$ cat src/hdl/dsrp_pkg.sv
`default_nettype none

package dsrp_pkg;

  // field widths of the channels
  localparam int CMD_W    = 2;
  localparam int HANDLE_W = 6;
  localparam int POS_W    = 6;
  localparam int STATUS_W = 2;
  localparam int COUNT_W  = 7;
  localparam int CAP_W    = 7;

  localparam int              POOL_DEPTH_DEF = 64;
  localparam logic [CAP_W-1:0] CAP_RESET     = 7'd64;

  typedef enum logic [CMD_W-1:0] {
    CMD_SPAWN       = 2'd0,
    CMD_DESPAWN     = 2'd1,
    CMD_QUERY       = 2'd2,
    CMD_DESPAWN_ALL = 2'd3
  } cmd_t;

  typedef enum logic [STATUS_W-1:0] {
    ST_OK         = 2'd0,
    ST_FULL       = 2'd1,
    ST_NOT_ACTIVE = 2'd2,
    ST_OUT_RANGE  = 2'd3
  } status_t;

  typedef enum logic [1:0] {
    FSM_IDLE,
    FSM_EXEC,
    FSM_WR2
  } fsm_t;

endpackage

`default_nettype wire

$ cat src/hdl/dsrp_in_if.sv
`default_nettype none

interface dsrp_in_if;
  logic                             valid;
  logic                             ready;
  dsrp_pkg::cmd_t                   cmd;
  logic [dsrp_pkg::HANDLE_W-1:0]    handle_in;
  logic [dsrp_pkg::POS_W-1:0]       position_in;

  modport source (output valid, cmd, handle_in, position_in, input ready);
  modport sink   (input valid, cmd, handle_in, position_in, output ready);
endinterface

`default_nettype wire

$ cat src/hdl/dsrp_out_if.sv
`default_nettype none

interface dsrp_out_if;
  logic                             valid;
  logic                             ready;
  dsrp_pkg::status_t                status;
  logic [dsrp_pkg::HANDLE_W-1:0]    handle_out;
  logic [dsrp_pkg::COUNT_W-1:0]     active_count;

  modport source (output valid, status, handle_out, active_count, input ready);
  modport sink   (input valid, status, handle_out, active_count, output ready);
endinterface

`default_nettype wire

$ cat src/hdl/dsrp_cfg_if.sv
`default_nettype none

interface dsrp_cfg_if;
  logic                          valid;
  logic                          ready;
  logic [dsrp_pkg::CAP_W-1:0]    data;

  modport source (output valid, data, input ready);
  modport sink   (input valid, data, output ready);
endinterface

`default_nettype wire

$ cat src/hdl/dsrp_ram.sv
`default_nettype none

module dsrp_ram #(
  parameter int WIDTH = 6,
  parameter int DEPTH = 64
) (
  input  wire logic                     clk,
  input  wire logic                     we,
  input  wire logic [$clog2(DEPTH)-1:0] waddr,
  input  wire logic [WIDTH-1:0]         wdata,
  input  wire logic [$clog2(DEPTH)-1:0] raddr,
  output logic      [WIDTH-1:0]         rdata
);

  logic [WIDTH-1:0] mem [DEPTH];

  always_ff @(posedge clk) begin
    if (we) begin
      mem[waddr] <= wdata;
    end
    rdata <= mem[raddr];
  end

endmodule

`default_nettype wire

$ cat src/hdl/dense_swap_remove_pool_top.sv
`default_nettype none

// dense handle pool with swap-and-pop removal. active handles sit densely at
// positions 0..count-1 of the order table, and a second table maps each handle
// back to its position; both live in one-port-write RAMs with a registered read.
// per item: spawn, query, despawn-all and a skipped despawn pass through
// IDLE (the accept issues the RAM reads) and EXEC (evaluates and loads the
// result register); a despawn that swaps also goes through WR2, since each table
// needs two writes through its single write port.
// the result register lets the next item in while a result waits; a result
// that is still not taken when the next one is ready holds the block.
// after reset and after every capacity write the block runs a clearing pass
// that restores all POOL_DEPTH entries of both tables to identity; input ready
// is low during the pass, capacity writes are always taken and restart the pass.

module dense_swap_remove_pool_top #(
  parameter int POOL_DEPTH = dsrp_pkg::POOL_DEPTH_DEF
) (
  input wire logic   clk,
  input wire logic   rst_n,
  dsrp_in_if.sink    in_ch,
  dsrp_out_if.source out_ch,
  dsrp_cfg_if.sink   cfg_ch
);

  // table index width, count width, and a common compare width
  localparam int AW = $clog2(POOL_DEPTH);
  localparam int CW = $clog2(POOL_DEPTH + 1);
  localparam int KW = (CW > dsrp_pkg::COUNT_W) ? CW : dsrp_pkg::COUNT_W;

  localparam logic [KW-1:0] DEPTH_K  = KW'(POOL_DEPTH);
  localparam logic [AW-1:0] LAST_IDX = AW'(POOL_DEPTH - 1);

  // control state
  dsrp_pkg::fsm_t               state_r, state_nxt;
  logic                         sweep_r, sweep_nxt;
  logic [AW-1:0]                sweep_idx_r, sweep_idx_nxt;
  logic [dsrp_pkg::CAP_W-1:0]   cap_r, cap_nxt;
  logic [CW-1:0]                count_r, count_nxt;
  logic                         out_valid_r, out_valid_nxt;

  // captured item and swap bookkeeping
  dsrp_pkg::cmd_t               cmd_r, cmd_nxt;
  logic [dsrp_pkg::HANDLE_W-1:0] h_r, h_nxt;
  logic [dsrp_pkg::POS_W-1:0]   p_r, p_nxt;
  logic [AW-1:0]                last_r, last_nxt;

  // result register
  dsrp_pkg::status_t            status_r, status_nxt;
  logic [dsrp_pkg::HANDLE_W-1:0] hout_r, hout_nxt;
  logic [dsrp_pkg::COUNT_W-1:0] acnt_r, acnt_nxt;

  // ram ports
  logic          so_we, hp_we;
  logic [AW-1:0] so_waddr, so_wdata, so_raddr, so_rdata;
  logic [AW-1:0] hp_waddr, hp_wdata, hp_raddr, hp_rdata;

  logic                          in_fire, cfg_fire, go;
  dsrp_pkg::cmd_t                cmd_sel;
  logic [dsrp_pkg::HANDLE_W-1:0] h_sel;
  logic [dsrp_pkg::POS_W-1:0]    p_sel;
  logic [KW-1:0]                 cap_k, count_k, so_k, hp_k, h_k, p_k;
  logic [AW-1:0]                 count_m1;

  // slot_order: position -> handle
  dsrp_ram #(.WIDTH(AW), .DEPTH(POOL_DEPTH)) u_slot_order (
    .clk   (clk),
    .we    (so_we),
    .waddr (so_waddr),
    .wdata (so_wdata),
    .raddr (so_raddr),
    .rdata (so_rdata)
  );

  // handle_position: handle -> position
  dsrp_ram #(.WIDTH(AW), .DEPTH(POOL_DEPTH)) u_handle_pos (
    .clk   (clk),
    .we    (hp_we),
    .waddr (hp_waddr),
    .wdata (hp_wdata),
    .raddr (hp_raddr),
    .rdata (hp_rdata)
  );

  assign in_ch.ready  = (state_r == dsrp_pkg::FSM_IDLE) && !sweep_r;
  assign cfg_ch.ready = 1'b1;
  assign in_fire      = in_ch.valid && in_ch.ready;
  assign cfg_fire     = cfg_ch.valid;

  assign out_ch.valid        = out_valid_r;
  assign out_ch.status       = status_r;
  assign out_ch.handle_out   = hout_r;
  assign out_ch.active_count = acnt_r;

  // evaluate only when the result register can take the beat
  assign go = (state_r == dsrp_pkg::FSM_EXEC) && (!out_valid_r || out_ch.ready);

  // effective capacity, clamped to 1..POOL_DEPTH
  always_comb begin
    cap_k = KW'(cap_r);
    if (cap_r == '0) begin
      cap_k = KW'(1);
    end else if (cap_k > DEPTH_K) begin
      cap_k = DEPTH_K;
    end
  end

  assign count_k  = KW'(count_r);
  assign count_m1 = AW'(count_r - CW'(1));
  assign so_k     = KW'(so_rdata);
  assign hp_k     = KW'(hp_rdata);
  assign h_k      = KW'(h_r);
  assign p_k      = KW'(p_r);

  // read addresses come straight from the input beat on accept, then from the
  // captured copy so a stalled evaluation re-reads the same entries
  assign cmd_sel  = (state_r == dsrp_pkg::FSM_IDLE) ? in_ch.cmd : cmd_r;
  assign h_sel    = (state_r == dsrp_pkg::FSM_IDLE) ? in_ch.handle_in : h_r;
  assign p_sel    = (state_r == dsrp_pkg::FSM_IDLE) ? in_ch.position_in : p_r;
  assign hp_raddr = AW'(h_sel);

  always_comb begin
    case (cmd_sel)
      dsrp_pkg::CMD_DESPAWN: so_raddr = count_m1;     // last active handle
      dsrp_pkg::CMD_QUERY:   so_raddr = AW'(p_sel);
      default:               so_raddr = count_r[AW-1:0]; // next free handle
    endcase
  end

  always_comb begin
    state_nxt     = state_r;
    sweep_nxt     = sweep_r;
    sweep_idx_nxt = sweep_idx_r;
    cap_nxt       = cap_r;
    count_nxt     = count_r;
    out_valid_nxt = out_valid_r;
    cmd_nxt       = cmd_r;
    h_nxt         = h_r;
    p_nxt         = p_r;
    last_nxt      = last_r;
    status_nxt    = status_r;
    hout_nxt      = hout_r;
    acnt_nxt      = acnt_r;
    so_we         = 1'b0;
    so_waddr      = sweep_idx_r;
    so_wdata      = sweep_idx_r;
    hp_we         = 1'b0;
    hp_waddr      = sweep_idx_r;
    hp_wdata      = sweep_idx_r;

    // result beat leaves
    if (out_valid_r && out_ch.ready) begin
      out_valid_nxt = 1'b0;
    end

    // clearing pass: identity into both tables
    if (sweep_r) begin
      so_we         = 1'b1;
      hp_we         = 1'b1;
      sweep_idx_nxt = sweep_idx_r + AW'(1);
      if (sweep_idx_r == LAST_IDX) begin
        sweep_nxt = 1'b0;
      end
    end

    case (state_r)
      dsrp_pkg::FSM_IDLE: begin
        if (in_fire) begin
          cmd_nxt   = in_ch.cmd;
          h_nxt     = in_ch.handle_in;
          p_nxt     = in_ch.position_in;
          state_nxt = dsrp_pkg::FSM_EXEC;
        end
      end
      dsrp_pkg::FSM_EXEC: begin
        if (go) begin
          status_nxt    = dsrp_pkg::ST_OK;
          hout_nxt      = '0;
          out_valid_nxt = 1'b1;
          state_nxt     = dsrp_pkg::FSM_IDLE;
          case (cmd_r)
            dsrp_pkg::CMD_SPAWN: begin
              if (count_k >= cap_k) begin
                status_nxt = dsrp_pkg::ST_FULL;
              end else begin
                hout_nxt  = so_k[dsrp_pkg::HANDLE_W-1:0];
                count_nxt = count_r + CW'(1);
              end
            end
            dsrp_pkg::CMD_DESPAWN: begin
              if ((h_k >= cap_k) || (hp_k >= count_k)) begin
                status_nxt = dsrp_pkg::ST_NOT_ACTIVE;
              end else begin
                count_nxt = count_r - CW'(1);
                // not the last active one: move the last handle into the hole
                if (hp_rdata != count_m1) begin
                  so_we     = 1'b1;
                  so_waddr  = hp_rdata;
                  so_wdata  = so_rdata;
                  hp_we     = 1'b1;
                  hp_waddr  = so_rdata;
                  hp_wdata  = hp_rdata;
                  last_nxt  = count_m1;
                  state_nxt = dsrp_pkg::FSM_WR2;
                end
              end
            end
            dsrp_pkg::CMD_QUERY: begin
              if (p_k >= count_k) begin
                status_nxt = dsrp_pkg::ST_OUT_RANGE;
              end else begin
                hout_nxt = so_k[dsrp_pkg::HANDLE_W-1:0];
              end
            end
            default: begin
              count_nxt = '0;   // despawn all keeps the tables
            end
          endcase
          acnt_nxt = dsrp_pkg::COUNT_W'(count_nxt);
        end
      end
      dsrp_pkg::FSM_WR2: begin
        // second half of the swap: removed handle parks at the old last slot
        so_we     = 1'b1;
        so_waddr  = last_r;
        so_wdata  = AW'(h_r);
        hp_we     = 1'b1;
        hp_waddr  = AW'(h_r);
        hp_wdata  = last_r;
        state_nxt = dsrp_pkg::FSM_IDLE;
      end
      default: begin
        state_nxt = dsrp_pkg::FSM_IDLE;
      end
    endcase

    // capacity write re-creates the pool
    if (cfg_fire) begin
      cap_nxt       = cfg_ch.data;
      count_nxt     = '0;
      sweep_nxt     = 1'b1;
      sweep_idx_nxt = '0;
      state_nxt     = dsrp_pkg::FSM_IDLE;
    end
  end

  // control registers
  always_ff @(posedge clk) begin
    if (!rst_n) begin
      state_r     <= dsrp_pkg::FSM_IDLE;
      sweep_r     <= 1'b1;
      sweep_idx_r <= '0;
      cap_r       <= dsrp_pkg::CAP_RESET;
      count_r     <= '0;
      out_valid_r <= 1'b0;
    end else begin
      state_r     <= state_nxt;
      sweep_r     <= sweep_nxt;
      sweep_idx_r <= sweep_idx_nxt;
      cap_r       <= cap_nxt;
      count_r     <= count_nxt;
      out_valid_r <= out_valid_nxt;
    end
  end

  // payload registers
  always_ff @(posedge clk) begin
    cmd_r    <= cmd_nxt;
    h_r      <= h_nxt;
    p_r      <= p_nxt;
    last_r   <= last_nxt;
    status_r <= status_nxt;
    hout_r   <= hout_nxt;
    acnt_r   <= acnt_nxt;
  end

endmodule

`default_nettype wire

$ cat src/flat_wrapper.sv
// flat-port wrapper written by rule: the top's interface ports become plain ports
module dense_swap_remove_pool_top_flat 
#(
  parameter int POOL_DEPTH = dsrp_pkg::POOL_DEPTH_DEF
)
  (clk, rst_n, in_ch_valid, in_ch_cmd, in_ch_handle_in, in_ch_position_in, in_ch_ready, out_ch_valid, out_ch_status, out_ch_handle_out, out_ch_active_count, out_ch_ready, cfg_ch_valid, cfg_ch_data, cfg_ch_ready);
  dsrp_in_if in_ch_i ();
  dsrp_out_if out_ch_i ();
  dsrp_cfg_if cfg_ch_i ();
  input wire logic clk;
  input wire logic rst_n;
  input wire logic [$bits(in_ch_i.valid)-1:0] in_ch_valid;
  input wire logic [$bits(in_ch_i.cmd)-1:0] in_ch_cmd;
  input wire logic [$bits(in_ch_i.handle_in)-1:0] in_ch_handle_in;
  input wire logic [$bits(in_ch_i.position_in)-1:0] in_ch_position_in;
  output wire logic [$bits(in_ch_i.ready)-1:0] in_ch_ready;
  output wire logic [$bits(out_ch_i.valid)-1:0] out_ch_valid;
  output wire logic [$bits(out_ch_i.status)-1:0] out_ch_status;
  output wire logic [$bits(out_ch_i.handle_out)-1:0] out_ch_handle_out;
  output wire logic [$bits(out_ch_i.active_count)-1:0] out_ch_active_count;
  input wire logic [$bits(out_ch_i.ready)-1:0] out_ch_ready;
  input wire logic [$bits(cfg_ch_i.valid)-1:0] cfg_ch_valid;
  input wire logic [$bits(cfg_ch_i.data)-1:0] cfg_ch_data;
  output wire logic [$bits(cfg_ch_i.ready)-1:0] cfg_ch_ready;
  assign in_ch_i.valid = in_ch_valid;
  assign in_ch_i.cmd = in_ch_cmd;
  assign in_ch_i.handle_in = in_ch_handle_in;
  assign in_ch_i.position_in = in_ch_position_in;
  assign in_ch_ready = in_ch_i.ready;
  assign out_ch_valid = out_ch_i.valid;
  assign out_ch_status = out_ch_i.status;
  assign out_ch_handle_out = out_ch_i.handle_out;
  assign out_ch_active_count = out_ch_i.active_count;
  assign out_ch_i.ready = out_ch_ready;
  assign cfg_ch_i.valid = cfg_ch_valid;
  assign cfg_ch_i.data = cfg_ch_data;
  assign cfg_ch_ready = cfg_ch_i.ready;
  dense_swap_remove_pool_top #(.POOL_DEPTH(POOL_DEPTH)) u_core (.clk(clk), .rst_n(rst_n), .in_ch(in_ch_i), .out_ch(out_ch_i), .cfg_ch(cfg_ch_i));
endmodule
$ cat config.mk
export PLATFORM = sky130hd
export DESIGN_NAME = dense_swap_remove_pool_top_flat
export DESIGN_NICKNAME = d
export VERILOG_FILES = /design/src/hdl/dsrp_pkg.sv /design/src/hdl/dsrp_in_if.sv /design/src/hdl/dsrp_out_if.sv /design/src/hdl/dsrp_cfg_if.sv /design/src/hdl/dsrp_ram.sv /design/src/hdl/dense_swap_remove_pool_top.sv /design/src/flat_wrapper.sv
export SDC_FILE = /design/constraint.sdc
export NUM_CORES = 1
export LEC_CHECK = 0
export BUFFER_PORTS_ARGS = -buffer_cell sky130_fd_sc_hd__buf_4
export CAP_MARGIN = 10
export CORE_MARGIN = 4
export CORE_UTILIZATION = 45
export CTS_CLUSTER_SIZE = 16
export DETAILED_ROUTE_END_ITERATION = 8
export SETUP_SLACK_MARGIN = 0.3
export SLEW_MARGIN = 20
export SYNTH_ARGS = -nofsm -noshare
export SYNTH_HDL_FRONTEND = slang
export SYNTH_SLANG_ARGS = --single-unit
$ cat constraint.sdc
create_clock -name clk -period 6.6 [get_ports clk]
set_input_delay 0.33 -clock clk [delete_from_list [all_inputs] [get_ports clk]]
set_output_delay 0.33 -clock clk [all_outputs]
set_load 0.005 [all_outputs]
==> results.py <==
metrics = {
    "status": {
        "status": "complete, no violations",
    },
    "routing": {
        "top_layer_used": "met4",
        "dr_wl_met2_mm": 38.7,
        "ant_nets": 0,
        "wl_met1_mm": 32.9,
        "wire_per_inst_um": 25.5,
        "via_per_inst": 5.73,
        "wl_met3_mm": 4.21,
        "vias": 17600,
        "finalWirelength_mm": 78.2,
        "drt_iter0_drc": 1713,
        "drc": 0,
        "dr.pass1.iters": 5,
    },
    "power_and_ir_drop": {
        "total_power_mw": 11.4,
        "cellPowerDensity_mw_per_mm2": 290,
        "p_leak_nw": 13.0,
        "irDropWorstVdd_v": 0.000241,
    },
    "final_layout": {
        "layout_common_cells": "edfxtp_1, mux4_2, nor2_1",
        "n_antenna_cell": 0,
        "syn_to_final_growth_pct": 13.9,
        "nets": 2028,
        "layout-drive-gt1-share_pct": 22.2,
        "final_common_cell": "edfxtp_1",
    },
    "timing": {
        "finalCriticalPeriod_ps": 5660,
        "tns_ps": 0,
        "drv_slew": 0,
        "finClkSkew_ps": 46.5,
        "fin_crit_sh_pct": 85.8,
        "setup_viol": 0,
        "slew_headroom_pct": 28.8,
        "worst_slew_pin_slew_ps": 1060,
        "hold_viol_final": 0,
        "max_freq_ghz": 0.177,
        "rsz0062_at_grt": "false",
    },
    "logic_synthesis": {
        "yosys.cell_types.count": 78,
        "synth-edff-count": 803,
        "yosysWarnings": 0,
        "syn_area_per_cell_um2": 18.5,
        "synth_area_mm2": 0.0345,
        "syn_nets": 1919,
        "synth_flop_cell": "edfxtp_1",
        "syn_inst": 1860,
        "synth_seq_cells": 839,
        "synth-seq-area-share_pct": 72.0,
        "async_reset_ff_share_pct": 0,
    },
    "floorplan": {
        "die-width_um": 285,
        "die_h_um": 285,
        "num_rows": 101,
        "start_util_pct": 45.4,
        "core_mm2": 0.0759,
        "ios": 44,
        "die_area_mm2": 0.0811,
    },
    "worst_setup_path": {
        "critical-path-top-delay-family": "simple AND/OR/NAND/NOR gates",
        "cp.buffers_inverters": 2,
        "slowest_delay_ps": 840,
        "cp.required_ps": 6880,
        "setup.worst_path.start_class": "register",
        "cp_max_fo": 27,
        "slowest_stage": "o21ai_2",
        "cp-end-kind": "register",
        "path_cells": "inv_1, ha_1, or3b_1, xnor2_2, nand4_1, o211a_1, o21ai_2, a221oi_4, inv_2, nand3_1, nor2_1",
        "worstSetupPathType": "reg2reg",
        "arrival_ps": 5940,
    },
    "clock_tree": {
        "cts-buffers-inserted": 89,
        "tritoncts": "yes",
        "worst_skew_pair.late_latency_ps": 650,
        "ctsHtreeMaxLevel": 3,
        "clockBufferDepth": 3,
        "cts_resized": 0,
        "clock-sinks": 839,
        "postCtsSetupRepairBufs": 0,
        "cts_root_buf": "clkbuf_16",
        "clk_pin_slew_worst_paths_ps": 60,
        "hold_buffers": 29,
    },
    "hold_path": {
        "hold_class": "in2reg",
    },
    "global_route": {
        "grt.overflow.total": 0,
        "antenna_found_initial": 0,
        "grt_start_max_net_pins": 79,
        "grt_use_total_pct": 19.3,
        "grt_pass1_vias": 18300,
        "grt_pass1_wl_mm": 118,
    },
    "job": {
        "maxCapViolations": 0,
    },
    "placed_design": {
        "dp_hpwl_mm": 49.1,
        "portBuffers": 42,
        "routabilityCongestion": 0.850,
    },
}
-- report_power, final --
part	switching, mW	total, mW	internal, mW
sequential	0.0315	5.83	5.80
clock	2.05	4.88	2.83
combinational	0.366	0.663	0.297
-- final cells by class --
cell class	instances	area, um^2
inverters	34	128
well taps	1030	1290
fillers	5958	36700
clock buffers	108	2320
flip-flops and latches	839	24800
clock inverters	54	554
repair buffers	107	946
multi-input cells	898	9210
-- stage by stage --
| stage | util, % | instances | area [um^2] | worst slack (ps) | hold slack, ps |
|---|---|---|---|---|---|
| 6_report | 51.7 | 3070 | 39300 | 940 | 37.2 |
| 5_1_grt | 51.7 | 3070 | 39300 | 669 | 25.6 |
| 2_1_floorplan | - | 1860 | 34500 | 1980 | 429 |
| 3_5_place_dp | 47.5 | 2878 | 36100 | 1040 | 497 |
| 3_3_place_gp | 47.5 | 2878 | 36100 | 1200 | 481 |
| 4_1_cts | 51.7 | 3069 | 39200 | 958 | 7.95 |
-- sequential cells by signal, indices dropped and copies added, names as in the netlist, 7 cells and up --
| register | cells |
|---|---|
| u_core.u_handle_pos.mem | 384 |
| u_core.u_slot_order.mem | 384 |
| u_core.cap_r | 7 |
| u_core.count_k | 7 |
| u_core.out_ch.active_count | 7 |
-- layer usage --
layer,vias to the layer above,track usage [%]
met5,-,0
met4,0,6.42
met3,122,3.33
met2,565,31.7
met1,9111,26.5
li1,7792,-
-- path summary, 6_finish.rpt --
kind / start / end / slack [ps] / cells after the start
setup / recovery: u_core.count_k[0]$_SDFFE_PP0P_ / u_core.u_slot_order.mem[55][4]$_DFFE_PP_ / 940 / 11
hold / removal: out_ch_ready / u_core.out_ch.valid$_SDFF_PN0_ / 40 / 3
setup reg to reg: u_core.count_k[0]$_SDFFE_PP0P_ / u_core.u_slot_order.mem[55][4]$_DFFE_PP_ / 940 / 11
hold reg to reg: u_core.state_r[0]$_SDFFE_PP0P_ / u_core.state_r[0]$_SDFFE_PP0P_ / 500 / 2
-- synth_stat cells, types with 10 or more instances --
master	number	area share, %
nand3_1	23	0.33
dfxtp_1	36	2.1
clkbuf_1	46	0.50
nand2b_1	11	0.20
nor2_1	135	1.5
nor3_1	12	0.17
a311oi_1	13	0.33
and2_1	28	0.51
nand2_1	79	0.86
mux2i_1	60	1.7
o21ai_0	16	0.23
nor2b_1	35	0.63
a31oi_1	13	0.24
ha_1	33	1.2
inv_1	27	0.29
nand3_2	10	0.29
a211oi_1	42	0.91
edfxtp_1	803	70
a21oi_1	44	0.64
mux4_2	192	13
buf_2	33	0.48
and3_1	16	0.29
-- logic make-up (layout without fill, tap and decap cells) --
| logic type | count (synthesis) | count (layout) | synth area share [%] |
|---|---|---|---|
| mux | 259 | 259 | 14.5 |
| flops | 839 | 839 | 72.0 |
| xor+xnor | 14 | 14 | 0.457 |
| compound gates | 205 | 205 | 4.62 |
| simple gates | 386 | 386 | 5.60 |
| other cells | 1 | 1 | 0.0109 |
| fa+ha+maj | 33 | 33 | 1.20 |
| buf+inv | 123 | 303 | 1.61 |
-- tightest hold or removal path: stages --
cell and delay [ps]:
buf_4 90, nand2b_1 110, a21boi_0 80
Power figures use the tool's default switching activity.
